### config.mk
export PLATFORM = sky130hd
export DESIGN_NAME = bpfa_map
export DESIGN_NICKNAME = d
export VERILOG_FILES = /design/src/hdl/bpfa_pkg.sv /design/src/hdl/bpfa_map.sv
export SDC_FILE = /design/constraint.sdc
export NUM_CORES = 2
export LEC_CHECK = 0
export BUFFER_PORTS_ARGS = -buffer_cell sky130_fd_sc_hd__buf_2
export CORE_UTILIZATION = 45
export DETAILED_ROUTE_END_ITERATION = 10
export SETUP_SLACK_MARGIN = 0.15
export SLEW_MARGIN = 0
export SYNTH_ARGS = -nofsm -noshare
export SYNTH_HDL_FRONTEND = slang
export SYNTH_SLANG_ARGS = --single-unit
### constraint.sdc
create_clock -name aclk -period 6 [get_ports aclk]
set_input_delay 0.9 -clock aclk [delete_from_list [all_inputs] [get_ports aclk]]
set_output_delay 0.9 -clock aclk [all_outputs]
set_load 0.05 [all_outputs]
### src/hdl/bpfa_pkg.sv
// shared types, constants and helpers for the bitmap page frame allocator
`timescale 1ns / 1ps
`default_nettype none

package bpfa_pkg;

    // geometry of the page bitmap
    localparam int MAX_PAGES = 4096;
    localparam int PAGE_W    = 12;
    localparam int CNT_W     = 13;
    localparam int WORD_W    = 64;
    localparam int POS_W     = 6;
    localparam int ROW_W     = PAGE_W - POS_W;
    localparam int ROWS      = MAX_PAGES / WORD_W;
    localparam int LEN_W     = POS_W + 1;
    localparam int CFG_IDX_W = 1;

    localparam logic [CNT_W-1:0] COUNT_MAX     = '1;
    localparam logic [CNT_W-1:0] PAGE_LIMIT    = CNT_W'(MAX_PAGES);
    localparam logic [CNT_W-1:0] RESERVED_INIT = CNT_W'(8);

    // request kinds
    localparam logic FUNC_ALLOC = 1'b0;
    localparam logic FUNC_FREE  = 1'b1;

    // configuration register indexes
    localparam logic [CFG_IDX_W-1:0] REG_MANAGED  = 1'b0;
    localparam logic [CFG_IDX_W-1:0] REG_RESERVED = 1'b1;

    typedef enum logic [1:0] {
        STAT_OK      = 2'd0,
        STAT_NOSPACE = 2'd1,
        STAT_BAD     = 2'd2
    } bpfa_status_t;

    typedef enum logic [2:0] {
        SEQ_IDLE,
        SEQ_START,
        SEQ_SCAN_RD,
        SEQ_SCAN,
        SEQ_GRANT,
        SEQ_MOD_RD,
        SEQ_MOD_WR,
        SEQ_DONE
    } bpfa_state_t;

    typedef logic [WORD_W-1:0] word_t;

    // bitmap read request
    typedef struct packed {
        logic             en;
        logic [ROW_W-1:0] row;
    } map_rd_t;

    // bitmap write request
    typedef struct packed {
        logic             en;
        logic [ROW_W-1:0] row;
        word_t            data;
    } map_wr_t;

    // one step of the segment scanner
    typedef struct packed {
        logic             hit;
        logic             used;
        logic [LEN_W-1:0] len;
    } seg_res_t;

    // index of the lowest set bit, WORD_W when none is set
    function automatic logic [LEN_W-1:0] trail_zeros(input word_t v);
        logic [LEN_W-1:0] r;
        r = LEN_W'(WORD_W);
        for (int i = WORD_W - 1; i >= 0; i--) begin
            if (v[i]) begin
                r = LEN_W'(i);
            end
        end
        return r;
    endfunction

endpackage

`default_nettype wire

### src/hdl/bpfa_map.sv
// page bitmap memory, one row of 64 pages per word, rows read as free until written
`timescale 1ns / 1ps
`default_nettype none

module bpfa_map (
    input  wire logic             aclk,
    input  wire logic             aresetn,
    input  wire bpfa_pkg::map_rd_t rd,
    output bpfa_pkg::word_t       rdata,
    input  wire bpfa_pkg::map_wr_t wr
);
    import bpfa_pkg::*;

    word_t            mem [ROWS];
    logic [ROWS-1:0]  valid_reg;
    word_t            rdata_reg;

    // row storage
    always_ff @(posedge aclk) begin
        if (wr.en) begin
            mem[wr.row] <= wr.data;
        end
    end

    // row written marks, cleared by reset so the bitmap starts all free
    always_ff @(posedge aclk) begin
        if (!aresetn) begin
            valid_reg <= '0;
        end else if (wr.en) begin
            valid_reg[wr.row] <= 1'b1;
        end
    end

    // registered read, unwritten rows read as zero
    always_ff @(posedge aclk) begin
        if (rd.en) begin
            rdata_reg <= valid_reg[rd.row] ? mem[rd.row] : '0;
        end
    end

    assign rdata = rdata_reg;

endmodule

`default_nettype wire

==> impl_metrics.json <==
{
  "status": "finished with violations",
  "violations": "design-rule violations",
  "cts-hold-fix-buffers": 0,
  "grt_pass1_vias": 81100,
  "synth-seq-cells": 4224,
  "hold-worst-slack_ns": 0.463,
  "worst_pin_slew_ns": 1.34,
  "path_cells": "buf_12 > mux4_4 > a22oi_1 > a21oi_1 > nor4_4 > buf_4 > nor4_1",
  "finalSetupViolCount": 0,
  "intPower_uw": 48600,
  "synth_cell_types": 64,
  "numPortBuffers": 143,
  "comb_power_share_pct": 4.7,
  "seq_area_frac_synth_pct": 78.3,
  "crit_slowest_cell": "mux4_4",
  "max_freq_ghz": 0.307,
  "clk_latency_ns": 0.99,
  "final_common_cell": "edfxtp_1",
  "leakagePower_uw": 0.0583,
  "fin_crit_sh_pct": 54.3,
  "post_drt_wl_per_cell_um": 37.1,
  "timing.critical_path.arrival_ns": 3.92,
  "hold_path.class": "register to register",
  "reg2reg_depth": 6,
  "synth_fp_nets": 7405,
  "min_path_cells": 1,
  "initialDrtViolationCount": 11400,
  "yosysTopAreaCell": "edfxtp_1",
  "p_seq_share_pct": 52.9,
  "grt_max_degree": 103,
  "avgSynthCellArea_um2": 22.0,
  "clk_pin_slew_ns": 0.06,
  "most-common-layout-cells": "edfxtp_1, mux4_2, mux2i_1",
  "clkPwrFrac_pct": 42.4,
  "wirelength_um": 479000,
  "final_layout_size_suffix_gt1_share_pct": 24.6,
  "place_ws_ns": 1.71,
  "required_ns": 6.66,
  "period_needed_ns": 3.26,
  "vdd_drop_max_v": 0.000287,
  "io_pins": 144,
  "p_sw_share_pct": 21.5,
  "num_vias": 82600,
  "synth_top_cell_area_share_pct": 77.5,
  "total_power_uw": 61900,
  "htreeDepth": 5,
  "cts_max_path_buffers": 4,
  "synthArstFlopShare_pct": 0,
  "dpl.hpwl_um": 252000,
  "relSlewSlack_pct": 10.3,
  "cp_top_family": "buffers and inverters",
  "met1_length_um": 189000,
  "die_w_um": 601,
  "synthToLayoutAreaGrowth_pct": 13.6,
  "dieArea_mm2": 0.361,
  "max_stage_delay_ns": 0.73,
  "start_kind": "input port",
  "grt_pass1_wl_um": 657000,
  "fin_nets": 7814,
  "antenna_found_initial": 59,
  "numCtsBuffers": 421,
  "die_h_um": 601,
  "route.met2.wl_um": 227000,
  "hold_viol": 0,
  "cts_resized": 0,
  "ff2ff_setup_slack_ns": 3.13,
  "cts-root-buf": "clkbuf_16",
  "clock_sinks": 4224,
  "drt-pass1-iter-count": 9,
  "synth_area_mm2": 0.161,
  "largest_reg_flops": 4096,
  "setup_ws_ns": 2.74,
  "grt_usage_pct": 26.2,
  "ant_nets": 0,
  "rsz0062_at_grt": "false",
  "crit_cells": 7,
  "power.switching_uw": 13300,
  "cts_setup_buffers": 0,
  "top_layer": "met5",
  "coreArea_mm2": 0.356,
  "viasPerCell": 6.41,
  "drcViolationCount": 18,
  "endpoint_kind": "register",
  "crit_type": "input port to register",
  "cap_viol_max_count": 0,
  "initial_core_util_pct": 45.3,
  "yosys_warnings": 0,
  "ys_top_cells_by_area": "edfxtp_1, mux4_2, mux2i_1, dfxtp_1, a22oi_1",
  "ys.flop_type": "edfxtp_1",
  "grt_overflow_total": 0,
  "finalSetupTns_ns": 0,
  "worst-path-buf-inv": 2,
  "synth_edf_count": 4160,
  "cts_tree": "built",
  "drv_slew": 0,
  "p_per_area_mw_per_mm2": 338,
  "num_rows": 219,
  "met3_length_um": 44900,
  "fin_worst_skew_ns": 0.0569,
  "critPathMaxFanout": 68,
  "postSynthCellCount": 7325,
  "gp_routability_congestion": 0.796
}
metrics by stage:
step	instances	utilization [%]	area, µm²
after global routing	12900	51.4	183000
after floorplan	7325	-	161000
after detailed placement	12100	47.5	169000
after CTS	12800	51.4	183000
final	12900	51.4	183000
after global placement	12100	47.5	169000
worst paths after layout:
path / start / endpoint
max: rd[0] / rdata[7]$_SDFFCE_PN0P_
min: valid_reg[5]$_SDFFE_PN0P_ / valid_reg[5]$_SDFFE_PN0P_
max reg2reg: valid_reg[61]$_SDFFE_PN0P_ / rdata[7]$_SDFFCE_PN0P_
min reg2reg: valid_reg[5]$_SDFFE_PN0P_ / valid_reg[5]$_SDFFE_PN0P_
power by group through the flow:
stage,clock network [µW],logic [µW],registers (µW)
final,26300,2910,32700
after global routing,27600,3040,32700
after CTS,26500,2920,32700
after detailed placement,0,2910,33300
after global placement,0,2860,33300
after floorplan,0,1580,33400
cells in the mapped netlist, drive strengths merged (67+ instances only):
cell type and instances:
o22ai 109, o21a 67, clkbuf 173, mux4 839, o221ai 86, a31oi 67, mux2i 580, buf 255
nand2 125, nor2 99, a22oi 138, edfxtp 4160, a21oi 129
cells by family after synthesis:
family,after synthesis,synth area share (%)
compound gates,820,3.60
buf+inv,433,1.37
flops,4224,78.3
mux,1453,15.6
simple gates,395,1.17
final cells by class:
| class | instances | area (µm²) |
|---|---|---|
| repair buffers | 415 | 3750 |
| inverters | 4 | 27.5 |
| diodes | 60 | 150 |
| multi-input cells | 2668 | 33400 |
| fillers | 27900 | 173000 |
| well taps | 4751 | 5940 |
| clock buffers | 512 | 11100 |
| clock inverters | 267 | 2610 |
| flip-flops and latches | 4224 | 126000 |
layer usage:
metal / vias up / track usage [%]
li1: 32000 / -
met1: 45200 / 37.2
met2: 4541 / 41.6
met3: 850 / 4.04
met4: 26 / 8.99
met5: - / 0
(Power assumes the default switching activity.)
